--- config.mk ---
export PLATFORM = sky130hd
export DESIGN_NAME = credit_flow_flit_injector
export DESIGN_NICKNAME = d
export VERILOG_FILES = /design/src/sv/cffi_pkg.sv /design/src/sv/credit_flow_flit_injector.sv /design/src/sv/cffi_ram.sv /design/src/sv/cffi_datapath.sv /design/src/sv/cffi_ctrl.sv
export VERILOG_INCLUDE_DIRS = /design/src /design/src/sv
export SDC_FILE = /design/constraint.sdc
export NUM_CORES = 2
export LEC_CHECK = 0
export ABC_AREA = 1
export BUFFER_PORTS_ARGS = -buffer_cell sky130_fd_sc_hd__buf_2
export CAP_MARGIN = 10
export CELL_PAD_IN_SITES_DETAIL_PLACEMENT = 0
export CELL_PAD_IN_SITES_GLOBAL_PLACEMENT = 2
export CORE_MARGIN = 5
export CORE_UTILIZATION = 43
export CTS_BUF_LIST = sky130_fd_sc_hd__clkbuf_4 sky130_fd_sc_hd__clkbuf_8 sky130_fd_sc_hd__clkbuf_16
export CTS_CLUSTER_SIZE = 40
export DETAILED_ROUTE_END_ITERATION = 16
export PLACE_DENSITY = 0.83
export SYNTH_ARGS = -nofsm -noshare
export SYNTH_HDL_FRONTEND = slang
export SYNTH_HIERARCHICAL = 1
export SYNTH_SLANG_ARGS = --single-unit
--- constraint.sdc ---
create_clock -name clock -period 5.21 [get_ports clock]
set_clock_uncertainty 0.2 [all_clocks]
set_input_delay 1.042 -clock clock [delete_from_list [all_inputs] [get_ports clock]]
set_output_delay 1.042 -clock clock [all_outputs]
set_load 0.005 [all_outputs]
--- src/sv/assert_macros.svh ---
// ----------------------------------------------------------------------------
// assert_macros.svh
// Concurrent assertion helpers used by the RTL sequencer.
// ----------------------------------------------------------------------------
`ifndef ASSERT_MACROS_SVH
`define ASSERT_MACROS_SVH

// Checked on every rising clock edge, off while reset is high.
`define ASSERT_CLK(label, clk, rst, prop, msg) \
   label: assert property (@(posedge clk) disable iff (rst) (prop)) else $error(msg);

// Checked on every rising clock edge, reset included.
`define ASSERT_ALWAYS(label, clk, prop, msg) \
   label: assert property (@(posedge clk) (prop)) else $error(msg);

`endif

--- src/sv/cffi_pkg.sv ---
// ----------------------------------------------------------------------------
// cffi_pkg
// Types and constants of the credit flow flit injector.
// ----------------------------------------------------------------------------
package cffi_pkg;

   localparam int NUM_VC      = 4;
   localparam int VC_W        = 2;
   localparam int QUEUE_DEPTH = 64;
   localparam int PTR_W       = $clog2(QUEUE_DEPTH);
   localparam int CNT_W       = PTR_W + 1;
   localparam int MAX_FLITS   = 16;

   localparam logic [1:0] REQ_GEN  = 2'd0;
   localparam logic [1:0] REQ_SEND = 2'd1;
   localparam logic [1:0] REQ_ARR  = 2'd2;
   localparam logic [1:0] REQ_NONE = 2'd3;

   localparam logic [1:0] REG_PACKET_FLITS   = 2'd0;
   localparam logic [1:0] REG_INITIAL_CREDIT = 2'd1;
   localparam logic [1:0] REG_QUEUE_LIMIT    = 2'd2;
   localparam logic [1:0] REG_NODE_NUMBER    = 2'd3;

   localparam logic [2:0] ST_QUEUED    = 3'd0;
   localparam logic [2:0] ST_DROPPED   = 3'd1;
   localparam logic [2:0] ST_SENT      = 3'd2;
   localparam logic [2:0] ST_EMPTY     = 3'd3;
   localparam logic [2:0] ST_BUSY      = 3'd4;
   localparam logic [2:0] ST_NOCREDIT  = 3'd5;
   localparam logic [2:0] ST_RECEIVED  = 3'd6;
   localparam logic [2:0] ST_WRONGDEST = 3'd7;

   typedef struct packed {
      logic        is_head;
      logic        is_tail;
      logic [1:0]  vc;
      logic [15:0] seq;
      logic [7:0]  dest;
   } flit_entry_type;

   localparam int ENTRY_W = $bits(flit_entry_type);

   typedef struct packed {
      logic capture;
      logic decide;
      logic write_flit;
   } cffi_cmd_type;

   typedef struct packed {
      logic is_gen;
      logic gen_fits;
      logic last_flit;
   } cffi_stat_type;

endpackage

--- src/sv/credit_flow_flit_injector.sv ---
// ----------------------------------------------------------------------------
// credit_flow_flit_injector
// Network-on-chip injection port with per-virtual-channel credit flow control.
// ----------------------------------------------------------------------------
// Send tick, flit arrival, idle request, dropped packet: capture, decide, result.
// Queued packet: capture, decide, then one send queue RAM write per flit.
// One transaction at a time; the next start is taken as the result shows.
// Result strobe rsp_valid lasts one cycle; the receiver cannot stall.
// Reset (synchronous): queue empty, sequence 0, credits and registers at defaults.
module credit_flow_flit_injector (
   input  logic        clock,
   input  logic        reset,
   input  logic        start,
   output logic        busy,
   input  logic [1:0]  req_type,
   input  logic [7:0]  req_gen_dest,
   input  logic        req_link_busy,
   input  logic [7:0]  req_arr_dest,
   input  logic        req_arr_is_tail,
   input  logic        req_arr_credit_valid,
   input  logic [1:0]  req_arr_credit_vc,
   output logic        rsp_valid,
   output logic [2:0]  rsp_status,
   output logic        rsp_flit_valid,
   output logic        rsp_flit_is_head,
   output logic        rsp_flit_is_tail,
   output logic [1:0]  rsp_flit_vc,
   output logic [15:0] rsp_flit_seq,
   output logic [7:0]  rsp_flit_dest,
   output logic [6:0]  rsp_queue_level,
   input  logic        csr_valid,
   output logic        csr_ready,
   input  logic [1:0]  csr_index,
   input  logic [7:0]  csr_data
);

   cffi_pkg::cffi_cmd_type  cmd;
   cffi_pkg::cffi_stat_type stat;
   logic                    csr_we;

   assign csr_ready = ~busy;
   assign csr_we    = csr_valid & ~busy;

   cffi_ctrl u_ctrl (
      .clock (clock),
      .reset (reset),
      .start (start),
      .busy  (busy),
      .cmd   (cmd),
      .stat  (stat)
   );

   cffi_datapath u_dp (
      .clock                (clock),
      .reset                (reset),
      .cmd                  (cmd),
      .stat                 (stat),
      .csr_we               (csr_we),
      .csr_index            (csr_index),
      .csr_data             (csr_data),
      .req_type             (req_type),
      .req_gen_dest         (req_gen_dest),
      .req_link_busy        (req_link_busy),
      .req_arr_dest         (req_arr_dest),
      .req_arr_credit_valid (req_arr_credit_valid),
      .req_arr_credit_vc    (req_arr_credit_vc),
      .rsp_valid            (rsp_valid),
      .rsp_status           (rsp_status),
      .rsp_flit_valid       (rsp_flit_valid),
      .rsp_flit_is_head     (rsp_flit_is_head),
      .rsp_flit_is_tail     (rsp_flit_is_tail),
      .rsp_flit_vc          (rsp_flit_vc),
      .rsp_flit_seq         (rsp_flit_seq),
      .rsp_flit_dest        (rsp_flit_dest),
      .rsp_queue_level      (rsp_queue_level)
   );

endmodule

--- src/sv/cffi_ram.sv ---
// ----------------------------------------------------------------------------
// cffi_ram
// Generic single write port RAM with one registered read port.
// ----------------------------------------------------------------------------
module cffi_ram #(
   parameter int WIDTH = 8,
   parameter int DEPTH = 16
) (
   input  logic                     clock,
   input  logic                     we,
   input  logic [$clog2(DEPTH)-1:0] waddr,
   input  logic [WIDTH-1:0]         wdata,
   input  logic [$clog2(DEPTH)-1:0] raddr,
   output logic [WIDTH-1:0]         rdata
);

   logic [WIDTH-1:0] mem_ff [DEPTH];
   logic [WIDTH-1:0] rdata_ff;

   always_ff @(posedge clock) begin
      if (we) begin
         mem_ff[waddr] <= wdata;
      end
      rdata_ff <= mem_ff[raddr];
   end

   assign rdata = rdata_ff;

endmodule

--- src/sv/cffi_datapath.sv ---
// ----------------------------------------------------------------------------
// cffi_datapath
// Configuration registers, credits, send queue pointers and result register.
// ----------------------------------------------------------------------------
module cffi_datapath (
   input  logic                    clock,
   input  logic                    reset,
   input  cffi_pkg::cffi_cmd_type  cmd,
   output cffi_pkg::cffi_stat_type stat,
   input  logic                    csr_we,
   input  logic [1:0]              csr_index,
   input  logic [7:0]              csr_data,
   input  logic [1:0]              req_type,
   input  logic [7:0]              req_gen_dest,
   input  logic                    req_link_busy,
   input  logic [7:0]              req_arr_dest,
   input  logic                    req_arr_credit_valid,
   input  logic [1:0]              req_arr_credit_vc,
   output logic                    rsp_valid,
   output logic [2:0]              rsp_status,
   output logic                    rsp_flit_valid,
   output logic                    rsp_flit_is_head,
   output logic                    rsp_flit_is_tail,
   output logic [1:0]              rsp_flit_vc,
   output logic [15:0]             rsp_flit_seq,
   output logic [7:0]              rsp_flit_dest,
   output logic [6:0]              rsp_queue_level
);

   localparam int VC_W  = cffi_pkg::VC_W;
   localparam int PTR_W = cffi_pkg::PTR_W;
   localparam int CNT_W = cffi_pkg::CNT_W;

   // configuration
   logic [4:0] packet_flits_ff, packet_flits_in;
   logic [7:0] initial_credit_ff, initial_credit_in;
   logic [6:0] queue_limit_ff, queue_limit_in;
   logic [7:0] node_number_ff, node_number_in;

   // captured transaction
   logic [1:0] type_ff;
   logic [7:0] gen_dest_ff;
   logic       link_busy_ff;
   logic [7:0] arr_dest_ff;
   logic       arr_credit_valid_ff;
   logic [1:0] arr_credit_vc_ff;

   // queue and credit state
   logic [7:0]       credit_ff [cffi_pkg::NUM_VC];
   logic [7:0]       credit_in [cffi_pkg::NUM_VC];
   logic [PTR_W-1:0] head_ff, head_in;
   logic [PTR_W-1:0] tail_ff, tail_in;
   logic [CNT_W-1:0] count_ff, count_in;
   logic [15:0]      seq_ff, seq_in;
   logic [VC_W-1:0]  gen_vc_ff, gen_vc_in;
   logic [3:0]       idx_ff, idx_in;

   // result
   logic        rsp_valid_ff, rsp_valid_in;
   logic [2:0]  status_ff, status_in;
   logic        fvalid_ff, fvalid_in;
   logic        fhead_ff, fhead_in;
   logic        ftail_ff, ftail_in;
   logic [1:0]  fvc_ff, fvc_in;
   logic [15:0] fseq_ff, fseq_in;
   logic [7:0]  fdest_ff, fdest_in;
   logic [6:0]  level_ff, level_in;

   logic                     ram_we;
   logic [cffi_pkg::ENTRY_W-1:0] ram_rdata;
   cffi_pkg::flit_entry_type wr_entry;
   cffi_pkg::flit_entry_type rd_entry;

   logic [4:0]      pkt_len;
   logic [6:0]      cap;
   logic            gen_fits;
   logic            last_flit;
   logic [VC_W-1:0] best_vc;
   logic [7:0]      best_credit;
   logic [7:0]      sel_credit;
   logic            send_ok;
   logic            ret_ok;

   cffi_ram #(
      .WIDTH (cffi_pkg::ENTRY_W),
      .DEPTH (cffi_pkg::QUEUE_DEPTH)
   ) u_queue (
      .clock (clock),
      .we    (ram_we),
      .waddr (tail_ff),
      .wdata (wr_entry),
      .raddr (head_ff),
      .rdata (ram_rdata)
   );

   assign rd_entry = cffi_pkg::flit_entry_type'(ram_rdata);

   always_comb begin
      if (packet_flits_ff == 5'd0) begin
         pkt_len = 5'd1;
      end else if (packet_flits_ff > 5'(cffi_pkg::MAX_FLITS)) begin
         pkt_len = 5'(cffi_pkg::MAX_FLITS);
      end else begin
         pkt_len = packet_flits_ff;
      end
   end

   assign cap = (queue_limit_ff < 7'(cffi_pkg::QUEUE_DEPTH)) ?
                queue_limit_ff : 7'(cffi_pkg::QUEUE_DEPTH);
   assign gen_fits  = ({1'b0, count_ff} + {3'b000, pkt_len}) <= {1'b0, cap};
   assign last_flit = idx_ff == 4'(pkt_len - 5'd1);

   always_comb begin
      best_vc     = '0;
      best_credit = '0;
      for (int v = 0; v < cffi_pkg::NUM_VC; v++) begin
         if (credit_ff[v] > best_credit) begin
            best_credit = credit_ff[v];
            best_vc     = VC_W'(v);
         end
      end
   end

   assign sel_credit = credit_ff[rd_entry.vc];
   assign send_ok    = (count_ff != '0) && !link_busy_ff && (sel_credit != 8'd0);
   assign ret_ok     = arr_credit_valid_ff &&
                       (32'(arr_credit_vc_ff) < cffi_pkg::NUM_VC);

   assign wr_entry.is_head = idx_ff == 4'd0;
   assign wr_entry.is_tail = last_flit;
   assign wr_entry.vc      = gen_vc_ff;
   assign wr_entry.seq     = seq_ff;
   assign wr_entry.dest    = gen_dest_ff;

   always_comb begin
      packet_flits_in   = packet_flits_ff;
      initial_credit_in = initial_credit_ff;
      queue_limit_in    = queue_limit_ff;
      node_number_in    = node_number_ff;
      credit_in         = credit_ff;
      head_in           = head_ff;
      tail_in           = tail_ff;
      count_in          = count_ff;
      seq_in            = seq_ff;
      gen_vc_in         = gen_vc_ff;
      idx_in            = idx_ff;
      ram_we            = 1'b0;
      rsp_valid_in      = 1'b0;
      status_in         = cffi_pkg::ST_EMPTY;
      fvalid_in         = 1'b0;
      fhead_in          = 1'b0;
      ftail_in          = 1'b0;
      fvc_in            = '0;
      fseq_in           = '0;
      fdest_in          = '0;
      level_in          = 7'(count_ff);

      if (csr_we) begin
         unique case (csr_index)
            cffi_pkg::REG_PACKET_FLITS: begin
               packet_flits_in = csr_data[4:0];
            end
            cffi_pkg::REG_INITIAL_CREDIT: begin
               initial_credit_in = csr_data;
               for (int v = 0; v < cffi_pkg::NUM_VC; v++) begin
                  credit_in[v] = csr_data;
               end
            end
            cffi_pkg::REG_QUEUE_LIMIT: begin
               queue_limit_in = csr_data[6:0];
            end
            cffi_pkg::REG_NODE_NUMBER: begin
               node_number_in = csr_data;
            end
            default: begin
            end
         endcase
      end

      if (cmd.decide) begin
         unique case (type_ff)
            cffi_pkg::REQ_GEN: begin
               if (gen_fits) begin
                  gen_vc_in = best_vc;
                  idx_in    = '0;
               end else begin
                  rsp_valid_in = 1'b1;
                  status_in    = cffi_pkg::ST_DROPPED;
               end
            end
            cffi_pkg::REQ_SEND: begin
               rsp_valid_in = 1'b1;
               if (count_ff == '0) begin
                  status_in = cffi_pkg::ST_EMPTY;
               end else if (link_busy_ff) begin
                  status_in = cffi_pkg::ST_BUSY;
               end else if (!send_ok) begin
                  status_in = cffi_pkg::ST_NOCREDIT;
               end else begin
                  for (int v = 0; v < cffi_pkg::NUM_VC; v++) begin
                     if (rd_entry.vc == VC_W'(v)) begin
                        credit_in[v] = credit_ff[v] - 8'd1;
                     end
                  end
                  head_in   = head_ff + PTR_W'(1);
                  count_in  = count_ff - CNT_W'(1);
                  status_in = cffi_pkg::ST_SENT;
                  fvalid_in = 1'b1;
                  fhead_in  = rd_entry.is_head;
                  ftail_in  = rd_entry.is_tail;
                  fvc_in    = rd_entry.vc;
                  fseq_in   = rd_entry.seq;
                  fdest_in  = rd_entry.dest;
                  level_in  = 7'(count_ff - CNT_W'(1));
               end
            end
            cffi_pkg::REQ_ARR: begin
               rsp_valid_in = 1'b1;
               status_in    = (arr_dest_ff == node_number_ff) ?
                              cffi_pkg::ST_RECEIVED : cffi_pkg::ST_WRONGDEST;
               for (int v = 0; v < cffi_pkg::NUM_VC; v++) begin
                  if (ret_ok && (arr_credit_vc_ff == VC_W'(v)) &&
                      (credit_ff[v] != 8'hFF)) begin
                     credit_in[v] = credit_ff[v] + 8'd1;
                  end
               end
            end
            cffi_pkg::REQ_NONE: begin
               rsp_valid_in = 1'b1;
               status_in    = (count_ff == '0) ? cffi_pkg::ST_EMPTY : cffi_pkg::ST_BUSY;
            end
            default: begin
            end
         endcase
      end

      if (cmd.write_flit) begin
         ram_we   = 1'b1;
         tail_in  = tail_ff + PTR_W'(1);
         count_in = count_ff + CNT_W'(1);
         seq_in   = seq_ff + 16'd1;
         idx_in   = idx_ff + 4'd1;
         if (last_flit) begin
            rsp_valid_in = 1'b1;
            status_in    = cffi_pkg::ST_QUEUED;
            fvc_in       = gen_vc_ff;
            level_in     = 7'(count_ff + CNT_W'(1));
         end
      end
   end

   always_ff @(posedge clock) begin
      if (reset) begin
         packet_flits_ff   <= 5'd4;
         initial_credit_ff <= 8'd8;
         queue_limit_ff    <= 7'd64;
         node_number_ff    <= 8'd0;
         for (int v = 0; v < cffi_pkg::NUM_VC; v++) begin
            credit_ff[v] <= 8'd8;
         end
         head_ff      <= '0;
         tail_ff      <= '0;
         count_ff     <= '0;
         seq_ff       <= '0;
         rsp_valid_ff <= 1'b0;
      end else begin
         packet_flits_ff   <= packet_flits_in;
         initial_credit_ff <= initial_credit_in;
         queue_limit_ff    <= queue_limit_in;
         node_number_ff    <= node_number_in;
         credit_ff         <= credit_in;
         head_ff           <= head_in;
         tail_ff           <= tail_in;
         count_ff          <= count_in;
         seq_ff            <= seq_in;
         rsp_valid_ff      <= rsp_valid_in;
      end
   end

   always_ff @(posedge clock) begin
      if (cmd.capture) begin
         type_ff             <= req_type;
         gen_dest_ff         <= req_gen_dest;
         link_busy_ff        <= req_link_busy;
         arr_dest_ff         <= req_arr_dest;
         arr_credit_valid_ff <= req_arr_credit_valid;
         arr_credit_vc_ff    <= req_arr_credit_vc;
      end
      gen_vc_ff <= gen_vc_in;
      idx_ff    <= idx_in;
      status_ff <= status_in;
      fvalid_ff <= fvalid_in;
      fhead_ff  <= fhead_in;
      ftail_ff  <= ftail_in;
      fvc_ff    <= fvc_in;
      fseq_ff   <= fseq_in;
      fdest_ff  <= fdest_in;
      level_ff  <= level_in;
   end

   assign stat.is_gen    = type_ff == cffi_pkg::REQ_GEN;
   assign stat.gen_fits  = gen_fits;
   assign stat.last_flit = last_flit;

   assign rsp_valid        = rsp_valid_ff;
   assign rsp_status       = status_ff;
   assign rsp_flit_valid   = fvalid_ff;
   assign rsp_flit_is_head = fhead_ff;
   assign rsp_flit_is_tail = ftail_ff;
   assign rsp_flit_vc      = fvc_ff;
   assign rsp_flit_seq     = fseq_ff;
   assign rsp_flit_dest    = fdest_ff;
   assign rsp_queue_level  = level_ff;

endmodule

--- src/sv/cffi_ctrl.sv ---
// ----------------------------------------------------------------------------
// cffi_ctrl
// Sequencer: capture, decide, then for a fitting packet one queue write per flit.
// ----------------------------------------------------------------------------
`include "assert_macros.svh"

module cffi_ctrl (
   input  logic                    clock,
   input  logic                    reset,
   input  logic                    start,
   output logic                    busy,
   output cffi_pkg::cffi_cmd_type  cmd,
   input  cffi_pkg::cffi_stat_type stat
);

   localparam logic [1:0] S_IDLE   = 2'd0;
   localparam logic [1:0] S_DECIDE = 2'd1;
   localparam logic [1:0] S_WRITE  = 2'd2;

   logic [1:0] state_ff, state_in;

   always_comb begin
      state_in        = state_ff;
      cmd.capture     = 1'b0;
      cmd.decide      = 1'b0;
      cmd.write_flit  = 1'b0;
      unique case (state_ff)
         S_IDLE: begin
            if (start) begin
               cmd.capture = 1'b1;
               state_in    = S_DECIDE;
            end
         end
         S_DECIDE: begin
            cmd.decide = 1'b1;
            state_in   = (stat.is_gen && stat.gen_fits) ? S_WRITE : S_IDLE;
         end
         S_WRITE: begin
            cmd.write_flit = 1'b1;
            if (stat.last_flit) begin
               state_in = S_IDLE;
            end
         end
         default: begin
            state_in = S_IDLE;
         end
      endcase
   end

   always_ff @(posedge clock) begin
      if (reset) begin
         state_ff <= S_IDLE;
      end else begin
         state_ff <= state_in;
      end
   end

   assign busy = state_ff != S_IDLE;

   `ASSERT_CLK(a_start_goes_busy, clock, reset, (start && !busy) |=> busy, "accept did not raise busy")
   `ASSERT_CLK(a_write_only_gen, clock, reset, (state_ff == S_WRITE) |-> stat.is_gen, "queue write outside generate")
   `ASSERT_CLK(a_nongen_one_decide, clock, reset, (state_ff == S_DECIDE && !stat.is_gen) |=> (state_ff == S_IDLE), "non-generate transaction took more than one decide cycle")
   `ASSERT_ALWAYS(a_cmd_exclusive, clock, $onehot0({cmd.capture, cmd.decide, cmd.write_flit}), "overlapping datapath commands")

endmodule

==> results.json <==
{
  "status": "complete, no violations",
  "dieHeight_um": 449,
  "cts_hold_buffers": 0,
  "root_buffer": "clkbuf_16",
  "dr.pass1.iters": 8,
  "layout_commonest_cell": "nand2_1",
  "clk_latency_ps": 860,
  "hp-class": "input port to register",
  "worst_slew_pin_slew_ps": 1200,
  "end_kind": "register",
  "final_util": 0.484,
  "synth_cells": 7532,
  "routabilityCongestion": 0.841,
  "dr.first_iter.drc_count": 5294,
  "post_cts_buffers": 0,
  "dieWidth_um": 449,
  "yosysSeqAreaShare": 0.699,
  "required_ps": 5600,
  "place_ws_ps": 316,
  "drive_above_1_share": 0.0961,
  "worstPathArrival_ps": 5200,
  "cts_buffer_depth": 3,
  "grt_pass1_wl_mm": 358,
  "ant_nets": 0,
  "area_growth_pct": 12.3,
  "tns_ps": 0,
  "critPathTopFamily": "compound AO/OA/AOI/OAI gates",
  "powerDensity_nw_per_um2": 354,
  "syn_nets": 7628,
  "grt.total_usage": 0.237,
  "path_buf_inv": 4,
  "max_stage_delay_ps": 340,
  "irDropWorstVdd_v": 0.000267,
  "slew_headroom": 0.200,
  "cts.repair.resized": 0,
  "gr-total-overflow": 0,
  "start_util": 0.431,
  "numClockSinks": 1977,
  "crit_type": "register to register",
  "ys_seq_elements": 1977,
  "core.rowCount": 161,
  "finalHoldViolCount": 0,
  "whs_ps": 154,
  "cp_max_fo": 13,
  "yosys_warnings": 6,
  "cts_made_buffers": 203,
  "drc": 0,
  "syn_area_sq_um": 82700,
  "grt_start_max_net_pins": 148,
  "grt_pass1_vias": 53700,
  "yosysUniqueCellTypes": 47,
  "numPortBuffers": 77,
  "layout.nets": 7652,
  "wl_per_cell_um": 23.7,
  "finalSetupViolCount": 0,
  "fp.dieArea_sq_um": 201000,
  "cp-start-kind": "register",
  "core_area_sq_um": 192000,
  "ios": 79,
  "period_needed_ps": 4810,
  "cts.clk_slew.worst_paths_ps": 60,
  "synthArstFlopShare": 0,
  "htree_levels": 4,
  "slew_viol_final": 0,
  "period_share": 0.923,
  "rsz0062_at_grt": "no",
  "wl_mm": 244,
  "p_leak_nw": 34.2,
  "final_cell_mix": "nand2_1 (2566), edfxtp_1 (1820), nand3_1 (1595), inv_1 (218), clkbuf_16 (205)",
  "drv_cap": 0,
  "vias_per_cell": 5.49,
  "synth_edf_count": 1820,
  "timing.fmax_mhz": 208,
  "ys.flop_type": "edfxtp_1",
  "slowest_stage": "dfxtp_1",
  "antenna_found_initial": 6,
  "via_count": 56300,
  "postSynthAreaPerCell_sq_um": 11.0,
  "hpwlAfterDp_mm": 135,
  "cts_tree": "built",
  "setup_ws_ps": 401
}
worst register-to-register path: cells and delay by family, from the launching register on:
kind                     cells  cell delay, ps
AND/OR/NAND/NOR              7             610
AO/OA/AOI/OAI               12            1710
flip-flops                   1             340
buffers and inverters        4             580
adder cells (fa/ha/maj)      4            1140
registers in the layout (all words and copies together), names as in the netlist, 8 cells and up:
register	cells
u_dp/rsp_flit_seq	16
u_dp/gen_dest_ff	8
u_dp/rsp_flit_dest	8
u_dp/u_queue/mem_ff	1792
u_dp/credit_ff	32
u_dp/seq_ff	16
u_dp/node_number_ff	8
u_dp/u_queue/rdata	28
u_dp/arr_dest_ff	8
path summary, 6_finish.rpt:
| kind | from | end | slack, ps | cells after the start |
|---|---|---|---|---|
| worst max-delay path | u_dp/credit_ff[25] | u_dp/gen_vc_ff[0] | 400 | 27 |
| worst min-delay path | req_arr_dest[7] | u_dp/arr_dest_ff[7] | 150 | 1 |
| worst max register to register | u_dp/credit_ff[25] | u_dp/gen_vc_ff[0] | 400 | 27 |
| worst min register to register | u_dp/u_queue/rdata[14] | u_dp/rsp_flit_seq[6] | 210 | 2 |
power by group:
group	leakage (nW)	internal, mW	total, mW	switching (mW)
Sequential	17.4	17.3	17.3	0.0703
Clock	3.32	8.24	14.3	6.10
Combinational	13.4	0.358	1.17	0.812
Total	34.2	25.9	32.9	6.98
metal layers:
layer | up-vias | routed length, um | GRT usage
li1 | 26100 | - | -
met1 | 27900 | 103000 | 0.327
met2 | 1962 | 115000 | 0.383
met3 | 331 | 16400 | 0.0324
met4 | 0 | 8920 | 0.0870
met5 | - | 0 | 0
cell usage after synthesis (2+ instances only):
cell type  instances  share of area
nor2_4             5        0.00068
inv_2             15        0.00068
o211ai_1           9        0.00082
clkinv_1           2       0.000091
nand2_2            8        0.00061
nand2_4            2        0.00027
a31oi_1            3        0.00023
edfxtp_1        1820           0.66
xor2_1            44         0.0047
nor4_1             2        0.00015
nand4_1           15         0.0011
o21ai_1           19         0.0011
nand2_1         2566           0.12
buf_6              7        0.00095
nor2_1           223          0.010
dfxtp_1          157          0.038
o21ai_0          133         0.0080
inv_1            222          0.010
buf_1             31         0.0014
a21oi_1          107         0.0065
xnor2_1           15         0.0016
nor2_2             9        0.00068
buf_2            251          0.015
nor3_2             3        0.00036
nand3_1         1595          0.097
or2_2              3        0.00023
nor3_1            38         0.0023
o21a_1             3        0.00027
ha_1              58         0.0088
clkbuf_1          97         0.0044
buf_4             54         0.0049
area by class of cell:
| cell class | count | area [sq um] |
|---|---|---|
| antenna | 8 | 20.0 |
| clock buffer | 282 | 5760 |
| clock inverter | 99 | 852 |
| fill | 17200 | 99100 |
| inverter | 239 | 922 |
| multi-input combinational | 4874 | 22300 |
| sequential | 1977 | 57800 |
| tap | 2526 | 3160 |
| timing repair buffer | 261 | 2050 |
through the flow:
step / power [mW] / std cells / area, sq um
6_report: 32.9 / 10300 / 92900
5_1_grt: 34.0 / 10300 / 92900
4_1_cts: 33.1 / 10300 / 92900
3_5_place_dp: 18.8 / 9877 / 86200
3_3_place_gp: 18.9 / 9877 / 86200
2_1_floorplan: 18.4 / 7532 / 82700
cells by family (layout without fill, tap and decap cells):
logic type | Yosys count | in the layout | synth area share
XOR/XNOR | 59 | 59 | 0.00625
buffers and inverters | 681 | 881 | 0.0379
other | 0 | 8 | 0
AO/OA/AOI/OAI | 280 | 280 | 0.0176
flip-flops | 1977 | 1977 | 0.699
adder cells (fa/ha/maj) | 59 | 59 | 0.00902
AND/OR/NAND/NOR | 4476 | 4476 | 0.230
No activity file was read; power rests on OpenSTA's default activity.
